`src/rtl/phg_pkg.sv`:
```
package phg_pkg;

  // Pipeline depth: frame phases, frame factors, coordinate products,
  // wave phases, wave sines and the final hue sum.
  localparam int STAGES = 6;

  // Sine table geometry. The depth must be a power of two.
  localparam int SINE_TABLE_DEPTH = 1024;
  localparam int SINE_IDX_W       = $clog2(SINE_TABLE_DEPTH);
  localparam int QUARTER          = SINE_TABLE_DEPTH / 4;
  localparam int QIDX_W           = SINE_IDX_W - 2;

  // Pi/2 in Q30, used only while the table is built.
  localparam logic [63:0] HALF_PI_Q30 = 64'd1686629713;

  // Frame phase rates in Q16 phase units per frame.
  localparam logic [31:0] K1_Q16 = 32'd7355802;
  localparam logic [31:0] K2_Q16 = 32'd43369938;

  // Q1.15 degrees to phase words: round(2^24 / 180).
  localparam logic [17:0] RECIP_Q24 = 18'd93207;

  // floor(2^28 / 45), for the half degree count to phase word mapping.
  localparam logic [22:0] RECIP_45 = 23'd5965232;
  localparam int          DIV_45   = 45;

  localparam int COORD_OFFSET = 5;
  localparam int HALF_DEG_MOD = 720;
  localparam int HUE_MOD      = 360;
  // Three wave offsets of 128 in Q8 plus the rounding half.
  localparam int HUE_BIAS     = 384 * 256 + 128;

  typedef logic [15:0]        phase_t;
  typedef logic signed [15:0] sample_t;
  typedef logic [14:0]        mag_t;
  typedef mag_t [QUARTER-1:0] quarter_rom_t;

  typedef struct packed {
    logic [STAGES-1:0] en;
  } pipe_ctrl_t;

  // Magnitude of sin(2*pi*j/DEPTH) for a first quadrant step j, by a
  // truncated Taylor series in Q30.
  function automatic mag_t sine_mag(input int j);
    logic [63:0]        x;
    logic [63:0]        term;
    logic [63:0]        t1;
    logic [63:0]        t2;
    logic [63:0]        mag;
    logic signed [63:0] sum;
    x    = (HALF_PI_Q30 * 64'(4 * j)) / 64'(SINE_TABLE_DEPTH);
    term = x;
    sum  = $signed(x);
    for (int k = 1; k <= 7; k++) begin
      t1   = (term * x) >> 30;
      t2   = (t1 * x) >> 30;
      term = t2 / 64'((2 * k) * (2 * k + 1));
      if ((k & 1) != 0) begin
        sum = sum - $signed(term);
      end else begin
        sum = sum + $signed(term);
      end
    end
    if (sum < 0) begin
      sum = '0;
    end
    mag = 64'(sum + 64'sd16384) >> 15;
    if (mag > 64'd32767) begin
      mag = 64'd32767;
    end
    return mag[14:0];
  endfunction

  function automatic quarter_rom_t build_quarter_rom();
    quarter_rom_t rom;
    for (int j = 0; j < QUARTER; j++) begin
      rom[j] = sine_mag(j);
    end
    return rom;
  endfunction

  localparam quarter_rom_t QUARTER_ROM = build_quarter_rom();
  localparam mag_t         PEAK_MAG    = sine_mag(QUARTER);

endpackage

```
`src/rtl/phg_pipe_ctrl.sv`:
```
module phg_pipe_ctrl (
  input  logic               clk,
  input  logic               rst,
  input  logic               in_valid,
  output logic               in_ready,
  output logic               out_valid,
  input  logic               out_ready,
  output phg_pkg::pipe_ctrl_t ctrl
);

  logic [phg_pkg::STAGES-1:0] valid;
  logic [phg_pkg::STAGES-1:0] valid_next;
  logic [phg_pkg::STAGES-1:0] stage_ready;
  logic [phg_pkg::STAGES-1:0] feed;

  // A stage can take a new request when it is empty or its content moves on.
  always_comb begin
    stage_ready[phg_pkg::STAGES-1] = !valid[phg_pkg::STAGES-1] || out_ready;
    for (int i = phg_pkg::STAGES - 2; i >= 0; i--) begin
      stage_ready[i] = !valid[i] || stage_ready[i+1];
    end
  end

  assign feed       = {valid[phg_pkg::STAGES-2:0], in_valid};
  assign valid_next = (stage_ready & feed) | (~stage_ready & valid);
  assign ctrl.en    = stage_ready & feed;
  assign in_ready   = stage_ready[0];
  assign out_valid  = valid[phg_pkg::STAGES-1];

  always_ff @(posedge clk) begin
    if (rst) begin
      valid <= '0;
    end else begin
      valid <= valid_next;
    end
  end

  a_count_kept: assert property (@(posedge clk) disable iff (rst)
    !rst |=> ($countones(valid) == $past($countones(valid))
              + int'($past(in_valid && in_ready))
              - int'($past(out_valid && out_ready))))
    else $error("request count in the pipeline is not conserved");

  a_full_stalled: assert property (@(posedge clk) disable iff (rst)
    ((&valid) && !out_ready) |-> !in_ready)
    else $error("full stalled pipeline still takes requests");

  a_out_held: assert property (@(posedge clk) disable iff (rst)
    (out_valid && !out_ready) |-> !ctrl.en[phg_pkg::STAGES-1])
    else $error("stalled result overwritten");

endmodule

```
`src/rtl/phg_sine_rom.sv`:
```
module phg_sine_rom (
  input  logic             clk,
  input  logic             en,
  input  phg_pkg::phase_t  phase,
  output phg_pkg::sample_t sample
);

  logic [phg_pkg::SINE_IDX_W-1:0] idx;
  logic [1:0]                     quad;
  logic [phg_pkg::QIDX_W-1:0]     step;
  logic [phg_pkg::QIDX_W-1:0]     addr;
  phg_pkg::mag_t                  mag;

  // Quarter wave table: odd quadrants run the table backwards, the lower
  // half plane negates.
  assign idx  = phase[15 -: phg_pkg::SINE_IDX_W];
  assign quad = idx[phg_pkg::SINE_IDX_W-1 -: 2];
  assign step = idx[phg_pkg::QIDX_W-1:0];
  assign addr = quad[0] ? (~step + 1'b1) : step;

  always_comb begin
    if (quad[0] && (step == '0)) begin
      mag = phg_pkg::PEAK_MAG;
    end else begin
      mag = phg_pkg::QUARTER_ROM[addr];
    end
  end

  always_ff @(posedge clk) begin
    if (en) begin
      sample <= quad[1] ? -$signed({1'b0, mag}) : $signed({1'b0, mag});
    end
  end

endmodule

```
`src/rtl/phg_hue_sum.sv`:
```
module phg_hue_sum (
  input  logic             clk,
  input  logic             en,
  input  phg_pkg::sample_t v1,
  input  phg_pkg::sample_t v2,
  input  phg_pkg::sample_t v3,
  input  logic [7:0]       column_in,
  input  logic [7:0]       row_in,
  output logic [7:0]       column_out,
  output logic [7:0]       row_out,
  output logic [8:0]       hue
);

  logic signed [18:0] total;
  logic [9:0]         rounded;
  logic [8:0]         hue_next;

  assign total   = 19'(phg_pkg::HUE_BIAS) + 19'(v1) + 19'(v2) + 19'(v3);
  assign rounded = total[17:8];

  // The rounded sum stays below three turns, so two compares finish the modulo.
  always_comb begin
    if (rounded >= 10'(2 * phg_pkg::HUE_MOD)) begin
      hue_next = 9'(rounded - 10'(2 * phg_pkg::HUE_MOD));
    end else if (rounded >= 10'(phg_pkg::HUE_MOD)) begin
      hue_next = 9'(rounded - 10'(phg_pkg::HUE_MOD));
    end else begin
      hue_next = rounded[8:0];
    end
  end

  always_ff @(posedge clk) begin
    if (en) begin
      hue        <= hue_next;
      column_out <= column_in;
      row_out    <= row_in;
    end
  end

endmodule

```
`src/rtl/plasma_hue_pixel_generator_top.sv`:
```
// Plasma hue pixel generator: one hue per pixel request.
// Throughput is one request per cycle while the output is ready; the six
// register stages advance independently, so empty stages fill while a
// result waits at the output. Reset (rst, synchronous, active high) clears
// the stage valid bits only; the block keeps no other state.
module plasma_hue_pixel_generator_top (
  input  logic        clk,
  input  logic        rst,
  input  logic        in_valid,
  output logic        in_ready,
  input  logic [7:0]  column,
  input  logic [7:0]  row,
  input  logic [30:0] frame,
  output logic        out_valid,
  input  logic        out_ready,
  output logic [7:0]  column_out,
  output logic [7:0]  row_out,
  output logic [8:0]  hue
);

  phg_pkg::pipe_ctrl_t ctrl;

  phg_pipe_ctrl u_ctrl (
    .clk       (clk),
    .rst       (rst),
    .in_valid  (in_valid),
    .in_ready  (in_ready),
    .out_valid (out_valid),
    .out_ready (out_ready),
    .ctrl      (ctrl)
  );

  // ---------------------------------------------------------------------
  // Stage 0: frame phases. Only the low 32 bits of each product matter,
  // since the phase word is bits 31:16 and wraps. The frame is also split
  // for the half degree count: frame mod 240 is built from frame mod 16 and
  // (frame >> 4) mod 15, the latter from a nibble sum.
  // ---------------------------------------------------------------------
  logic [31:0]     frame_k1;
  logic [31:0]     frame_k2;
  logic [6:0]      nib_sum;
  phg_pkg::phase_t ph1;
  phg_pkg::phase_t ph2;
  logic [6:0]      nib0;
  logic [3:0]      tlow0;
  logic [9:0]      xy0;
  logic [7:0]      col0;
  logic [7:0]      row0;

  assign frame_k1 = {1'b0, frame} * phg_pkg::K1_Q16;
  assign frame_k2 = {1'b0, frame} * phg_pkg::K2_Q16;

  always_comb begin
    nib_sum = 7'(frame[30:28]);
    for (int k = 0; k < 6; k++) begin
      nib_sum = nib_sum + 7'(frame[4 + 4 * k +: 4]);
    end
  end

  always_ff @(posedge clk) begin
    if (ctrl.en[0]) begin
      ph1   <= frame_k1[31:16];
      ph2   <= -frame_k2[31:16];
      nib0  <= nib_sum;
      tlow0 <= frame[3:0];
      xy0   <= 10'(column) + 10'(row) + 10'(2 * phg_pkg::COORD_OFFSET);
      col0  <= column;
      row0  <= row;
    end
  end

  // ---------------------------------------------------------------------
  // Stage 1: frame factors c1 and c2 from the sine table, and the half
  // degree count n = (x + y + 10 + 3t) mod 720.
  // ---------------------------------------------------------------------
  phg_pkg::sample_t c1;
  phg_pkg::sample_t c2;
  logic [4:0]       fold15;
  logic [3:0]       tmod15;
  logic [7:0]       tmod240;
  logic [10:0]      n_raw;
  logic [9:0]       n_next;
  logic [9:0]       n1;
  logic [7:0]       col1;
  logic [7:0]       row1;

  phg_sine_rom u_rom_c1 (.clk(clk), .en(ctrl.en[1]), .phase(ph1), .sample(c1));
  phg_sine_rom u_rom_c2 (.clk(clk), .en(ctrl.en[1]), .phase(ph2), .sample(c2));

  // Sixteen is one mod fifteen, so folding the nibble sum once more leaves
  // a value below 23, and a single subtraction finishes it.
  assign fold15  = 5'(nib0[6:4]) + 5'(nib0[3:0]);
  assign tmod15  = (fold15 >= 5'd15) ? 4'(fold15 - 5'd15) : fold15[3:0];
  assign tmod240 = {tmod15, tlow0};
  assign n_raw   = 11'(xy0) + 11'(tmod240) * 11'd3;
  assign n_next  = (n_raw >= 11'(phg_pkg::HALF_DEG_MOD))
                 ? 10'(n_raw - 11'(phg_pkg::HALF_DEG_MOD)) : n_raw[9:0];

  always_ff @(posedge clk) begin
    if (ctrl.en[1]) begin
      n1   <= n_next;
      col1 <= col0;
      row1 <= row0;
    end
  end

  // ---------------------------------------------------------------------
  // Stage 2: coordinate times frame factor for waves one and two, and the
  // reciprocal estimate of n * 4096 / 45 for wave three.
  // ---------------------------------------------------------------------
  logic [8:0]         xc;
  logic [8:0]         yc;
  logic [32:0]        q_prod;
  logic signed [25:0] m1;
  logic signed [25:0] m2;
  logic [15:0]        q_est;
  logic [9:0]         n2;
  logic [7:0]         col2;
  logic [7:0]         row2;

  assign xc     = 9'(col1) + 9'(phg_pkg::COORD_OFFSET);
  assign yc     = 9'(row1) + 9'(phg_pkg::COORD_OFFSET);
  assign q_prod = 33'(n1) * 33'(phg_pkg::RECIP_45);

  always_ff @(posedge clk) begin
    if (ctrl.en[2]) begin
      m1    <= $signed({1'b0, xc}) * c1;
      m2    <= $signed({1'b0, yc}) * c2;
      q_est <= q_prod[31:16];
      n2    <= n1;
      col2  <= col1;
      row2  <= row1;
    end
  end

  // ---------------------------------------------------------------------
  // Stage 3: scale to phase words. Waves one and two take bits 39:24 of the
  // signed product; wave three corrects the quotient estimate, which is at
  // most one short.
  // ---------------------------------------------------------------------
  logic signed [43:0] pa;
  logic signed [43:0] pb;
  logic [22:0]        q_rem;
  phg_pkg::phase_t    ph_a;
  phg_pkg::phase_t    ph_b;
  phg_pkg::phase_t    ph_c;
  logic [7:0]         col3;
  logic [7:0]         row3;

  assign pa    = m1 * $signed({1'b0, phg_pkg::RECIP_Q24});
  assign pb    = m2 * $signed({1'b0, phg_pkg::RECIP_Q24});
  assign q_rem = {1'b0, n2, 12'b0} - 23'(q_est) * 23'(phg_pkg::DIV_45);

  always_ff @(posedge clk) begin
    if (ctrl.en[3]) begin
      ph_a <= pa[39:24];
      ph_b <= pb[39:24];
      ph_c <= (q_rem >= 23'(phg_pkg::DIV_45)) ? q_est + 16'd1 : q_est;
      col3 <= col2;
      row3 <= row2;
    end
  end

  // ---------------------------------------------------------------------
  // Stage 4: the three wave sines.
  // ---------------------------------------------------------------------
  phg_pkg::sample_t v1;
  phg_pkg::sample_t v2;
  phg_pkg::sample_t v3;
  logic [7:0]       col4;
  logic [7:0]       row4;

  phg_sine_rom u_rom_v1 (.clk(clk), .en(ctrl.en[4]), .phase(ph_a), .sample(v1));
  phg_sine_rom u_rom_v2 (.clk(clk), .en(ctrl.en[4]), .phase(ph_b), .sample(v2));
  phg_sine_rom u_rom_v3 (.clk(clk), .en(ctrl.en[4]), .phase(ph_c), .sample(v3));

  always_ff @(posedge clk) begin
    if (ctrl.en[4]) begin
      col4 <= col3;
      row4 <= row3;
    end
  end

  // ---------------------------------------------------------------------
  // Stage 5: sum, round and reduce to degrees; this is the output register.
  // ---------------------------------------------------------------------
  phg_hue_sum u_hue (
    .clk        (clk),
    .en         (ctrl.en[5]),
    .v1         (v1),
    .v2         (v2),
    .v3         (v3),
    .column_in  (col4),
    .row_in     (row4),
    .column_out (column_out),
    .row_out    (row_out),
    .hue        (hue)
  );

endmodule

```
`config.mk`:
```
export PLATFORM = sky130hd
export DESIGN_NAME = plasma_hue_pixel_generator_top
export DESIGN_NICKNAME = d
export VERILOG_FILES = /design/src/rtl/phg_pkg.sv /design/src/rtl/phg_pipe_ctrl.sv /design/src/rtl/phg_sine_rom.sv /design/src/rtl/phg_hue_sum.sv /design/src/rtl/plasma_hue_pixel_generator_top.sv
export SDC_FILE = /design/constraint.sdc
export NUM_CORES = 2
export LEC_CHECK = 0
export ABC_AREA = 1
export BUFFER_PORTS_ARGS = -buffer_cell sky130_fd_sc_hd__buf_2
export CORE_ASPECT_RATIO = 0.8
export CORE_MARGIN = 4
export CORE_UTILIZATION = 30
export CTS_CLUSTER_DIAMETER = 60
export CTS_CLUSTER_SIZE = 20
export DETAILED_ROUTE_END_ITERATION = 8
export GPL_TIMING_DRIVEN = 0
export PLACE_DENSITY = 0.45
export SETUP_SLACK_MARGIN = 0.2
export SYNTH_ARGS = -nofsm -noshare
export SYNTH_HDL_FRONTEND = slang
export SYNTH_SLANG_ARGS = --single-unit
```
`constraint.sdc`:
```
create_clock -name clk -period 11.9 [get_ports clk]
set_input_delay 1.785 -clock clk [delete_from_list [all_inputs] [get_ports clk]]
set_output_delay 1.785 -clock clk [all_outputs]
set_load 0.01 [all_outputs]
```
==> impl.org <==
** Yosys
- Leading area contributor after synthesis :: sky130_fd_sc_hd__fa_1
- Summing every instance area after synthesis gives between 80000 and 90000 sq um.
- Among all flip-flop cells after synthesis, the most frequent one is sky130_fd_sc_hd__edfxtp_1.
- Area share of the largest cell type after synthesis :: 23.99%
- Post-Syn Nets :: around 13000
- Counting flops with an async set or reset pin after synthesis yields a share of 0%.
- Portion of the post-synthesis area used by sequential elements :: between 10% and 20%
- Counting flops and latches in the post-synthesis netlist gives 350.
- Count of distinct cell types in the synthesized netlist :: between 50 and 60
- Yosys mapped a number of flops with a built-in enable equal to ~340.
- Average instance area after synthesis :: between 7 and 8 sq um
- For this run, the number of Yosys warnings is 0.
- In the synthesized netlist, the number of instances is approximately 11000.
- Top cells by area, synth :: sky130_fd_sc_hd__fa_1 24%, sky130_fd_sc_hd__ha_1 16%, sky130_fd_sc_hd__edfxtp_1 13%

** Floorplan
- X dimension of the die :: ~590 um
- Area of the core :: around 270000 sq um
- The die is between 400 and 500 um tall.
- Initial cell density of the core :: 30.23%
- Number of standard-cell rows in the floorplan :: 169
- Die Area :: approximately 280000 sq um
- In this run the count of I/O pins placed on the die edge is between 70 and 80.

** Global route
- In the global route stage, overall resource usage came out at between 20% and 30%.
- Number of antenna violations at the first check in global routing :: 10
- First-pass GRT wire length :: 508900 um
- Entering global routing, the biggest net connects 58 pins.
- The via count of the first global-routing pass is about 76000.
- Final global-route overflow total :: 0

** Drt
- Detailed-route wire length per cell :: around 24 um
- Routed Wire Length :: ~350000 um
- Antenna-violating nets left :: 0
- In the routed design, unresolved DRC markers number 0.
- Vias after detailed routing :: about 75000
- Mean number of vias per cell :: between 5 and 6
- Detailed-routing iteration count for the pre-antenna-repair pass :: 7
- After the first detailed-routing iteration, the DRC count stood at 7340.

** Placement
- Weighted congestion at the end of routability-driven global placement :: between 0.9 and 1
- HPWL Detailed :: 281900 um
- Input/output buffers :: 77

** Timing
- The final count of hold timing violations was 0.
- Setup repair after global routing missed its margin :: false
- Setup TNS :: 0 ns
- Count of final max-slew check failures :: 0
- For the pin with the worst max-slew slack, the measured transition is 1.264 ns.
- Max Fclk :: 0.1297 GHz
- Final-report setup violation count :: 0
- Relative slew slack :: 15.10%
- Part of the cycle the worst path needs :: about two thirds
- Min Clock Period, post-route :: roughly 7.7 ns
- The clock arrives with 0.03675 ns of skew.

** Clock network
- After clock tree synthesis, the clock-pin slew on the worst setup and hold paths is 0.08 ns.
- Hold Buf Count CTS :: 0
- Depth of the CTS H-tree :: 2
- Clock latency on the worst-skew pair, taken at its later pin, is between 0.6 and 0.7 ns.
- Total CTS buffers :: 42
- Clock sink count :: 350
- Clk buf depth :: 3
- Clock tree from TritonCTS :: done
- Post-CTS timing repair inserted 0 buffers for setup.
- Clock root buffer :: sky130_fd_sc_hd__clkbuf_16
- The number of gates resized after CTS was 0.

** Critical path
- The worst setup path is captured at a register.
- Startpoint class of the critical path :: input pin
- In this run the worst path has a maximum fanout of 13.
- CP arrival :: slightly above 8 ns
- Critical setup path kind :: input pin to register
- Worst Path Required :: between 10 and 15 ns

** Layout
- Layout Nets :: about 13000
- Growth of design area from synthesis to finish :: 8.210%
- Layout cells sized above 1 :: between 3 and 4%

** Outcome
- The run finished with clean final reports.

** Hold path
- Class of the most critical hold timing path :: register to register

** Job
- Across the run, the number of max-cap violations was 0.
==> registers in the layout (all words and copies together), names as in the netlist, 16 cells and up, named ones only <==
register / count
m1: 26
m2: 26
q_est: 16
u_rom_c1.sample: 16
u_rom_c2.sample: 16
u_rom_v1.sample: 16
u_rom_v2.sample: 16
u_rom_v3.sample: 16
==> Yosys cell counts, types with 4 or more instances <==
cell	n
sky130_fd_sc_hd__a21boi_0	4
sky130_fd_sc_hd__a21o_1	22
sky130_fd_sc_hd__a21oi_1	451
sky130_fd_sc_hd__a31oi_1	16
sky130_fd_sc_hd__and2_1	8
sky130_fd_sc_hd__buf_1	20
sky130_fd_sc_hd__buf_2	127
sky130_fd_sc_hd__buf_4	21
sky130_fd_sc_hd__clkbuf_1	100
sky130_fd_sc_hd__clkinv_1	7
sky130_fd_sc_hd__dfxtp_1	6
sky130_fd_sc_hd__edfxtp_1	344
sky130_fd_sc_hd__fa_1	963
sky130_fd_sc_hd__ha_1	1034
sky130_fd_sc_hd__inv_1	2239
sky130_fd_sc_hd__inv_2	26
sky130_fd_sc_hd__nand2_1	2745
sky130_fd_sc_hd__nand2_2	36
sky130_fd_sc_hd__nand3_1	1036
sky130_fd_sc_hd__nand3_2	9
sky130_fd_sc_hd__nand3b_1	40
sky130_fd_sc_hd__nand4_1	122
sky130_fd_sc_hd__nor2_1	744
sky130_fd_sc_hd__nor2_2	17
sky130_fd_sc_hd__nor3_1	50
sky130_fd_sc_hd__nor4_1	19
sky130_fd_sc_hd__o2111ai_1	4
sky130_fd_sc_hd__o211ai_1	55
sky130_fd_sc_hd__o21a_1	5
sky130_fd_sc_hd__o21ai_0	330
sky130_fd_sc_hd__o21ai_1	15
sky130_fd_sc_hd__o21bai_1	14
sky130_fd_sc_hd__o311ai_0	4
sky130_fd_sc_hd__o31ai_1	4
sky130_fd_sc_hd__or2_2	14
sky130_fd_sc_hd__xnor2_1	114
sky130_fd_sc_hd__xor2_1	167
==> logic make-up (layout without fill, tap and decap cells) <==
family                   count (synthesis)  after routing  share of synthesized area, %
multiplexers                             1              1                       0.01401
other                                    0              2                             0
XOR/XNOR                               281            281                         3.063
buffers and inverters                 2542           2704                         12.18
AND/OR/NAND/NOR                       4848           4848                         25.32
flip-flops                             350            350                         13.01
AO/OA/AOI/OAI                          940            940                         6.321
adder cells (fa/ha/maj)               1997           1997                         40.10
==> cells in the final DEF, fill, tap and decap left out, types with 17 or more instances in the layout <==
| master | count |
|---|---|
| sky130_fd_sc_hd__a21o_1 | 22 |
| sky130_fd_sc_hd__a21oi_1 | 451 |
| sky130_fd_sc_hd__buf_1 | 20 |
| sky130_fd_sc_hd__buf_2 | 204 |
| sky130_fd_sc_hd__buf_4 | 21 |
| sky130_fd_sc_hd__clkbuf_1 | 100 |
| sky130_fd_sc_hd__clkbuf_16 | 43 |
| sky130_fd_sc_hd__edfxtp_1 | 344 |
| sky130_fd_sc_hd__fa_1 | 963 |
| sky130_fd_sc_hd__ha_1 | 1034 |
| sky130_fd_sc_hd__inv_1 | 2236 |
| sky130_fd_sc_hd__inv_2 | 26 |
| sky130_fd_sc_hd__nand2_1 | 2745 |
| sky130_fd_sc_hd__nand2_2 | 36 |
| sky130_fd_sc_hd__nand3_1 | 1036 |
| sky130_fd_sc_hd__nand3b_1 | 40 |
| sky130_fd_sc_hd__nand4_1 | 122 |
| sky130_fd_sc_hd__nor2_1 | 740 |
| sky130_fd_sc_hd__nor2_2 | 18 |
| sky130_fd_sc_hd__nor3_1 | 49 |
| sky130_fd_sc_hd__nor4_1 | 17 |
| sky130_fd_sc_hd__o211ai_1 | 55 |
| sky130_fd_sc_hd__o21ai_0 | 330 |
| sky130_fd_sc_hd__xnor2_1 | 114 |
| sky130_fd_sc_hd__xor2_1 | 167 |
==> area by class of cell <==
cell class / count / area (sq um)
inverter: 2273 / 8542
clock inverter: 33 / 516.7
multi-input combinational: 8067 / 60150
clock buffer: 43 / 1076
sequential: 350 / 10450
fill: 28840 / 178900
tap: 3505 / 4385
buffer: 269 / 1255
timing repair buffer: 86 / 563.0
antenna: 2 / 5.005
==> critical path, cell delays in order <==
cell and delay (ns):
sky130_fd_sc_hd__buf_2 0.46, sky130_fd_sc_hd__ha_1 0.28, sky130_fd_sc_hd__inv_1 0.06, sky130_fd_sc_hd__fa_1 0.59, sky130_fd_sc_hd__inv_1 0.08, sky130_fd_sc_hd__fa_1 0.48, sky130_fd_sc_hd__ha_1 0.22, sky130_fd_sc_hd__fa_1 0.47
sky130_fd_sc_hd__fa_1 0.55, sky130_fd_sc_hd__inv_1 0.05, sky130_fd_sc_hd__fa_1 0.48, sky130_fd_sc_hd__inv_1 0.04, sky130_fd_sc_hd__ha_1 0.39, sky130_fd_sc_hd__nand2_1 0.11, sky130_fd_sc_hd__nor4_1 0.44, sky130_fd_sc_hd__nand2_1 0.10
sky130_fd_sc_hd__nand2_1 0.11, sky130_fd_sc_hd__nand2_1 0.06, sky130_fd_sc_hd__nand2_1 0.11, sky130_fd_sc_hd__nand2_1 0.08, sky130_fd_sc_hd__nand2_1 0.06, sky130_fd_sc_hd__nand2_1 0.05, sky130_fd_sc_hd__nand2_1 0.15, sky130_fd_sc_hd__nand3_1 0.10
sky130_fd_sc_hd__nor2_1 0.45, sky130_fd_sc_hd__nand3_1 0.16, sky130_fd_sc_hd__and2_1 0.20
==> through the flow <==
stage | util, % | cells | setup slack [ns] | hold WS (ns) | instance area, sq um
detailed placement | 32.11 | 14550 | 3.571 | 0.4045 | 85350
global route | 32.71 | 14630 | 3.719 | 0.4180 | 86940
floorplan | - | 10960 | 4.701 | 0.4003 | 80350
global placement | 32.02 | 14540 | 2.785 | 0.4015 | 85120
CTS | 32.71 | 14630 | 4.304 | 0.4186 | 86940
finish | 32.71 | 14630 | 4.188 | 0.4143 | 86940
==> per-layer routing <==
metal | part of all wire (%) | vias to the layer above | GRT usage [%]
li1 | - | 34660 | -
met1 | 47 | 36590 | 35.75
met2 | 42 | 3080 | 37.01
met3 | 8.2 | 547 | 4.642
met4 | 3.0 | 10 | 6.265
met5 | 0.039 | - | 0.2243
==> worst paths after layout <==
path         startpoint      end  slack, ns  cells after the start
min             row2[2]  row3[2]       0.41                      0
min reg2reg     row2[2]  row3[2]       0.41                      0
max            frame[9]  ph2[10]       4.19                     27
max reg2reg     row1[0]   m2[25]       4.48                     30
Power is not shown: default switching activity piles up to over one toggle a cycle in this logic, so the estimate is an artifact.
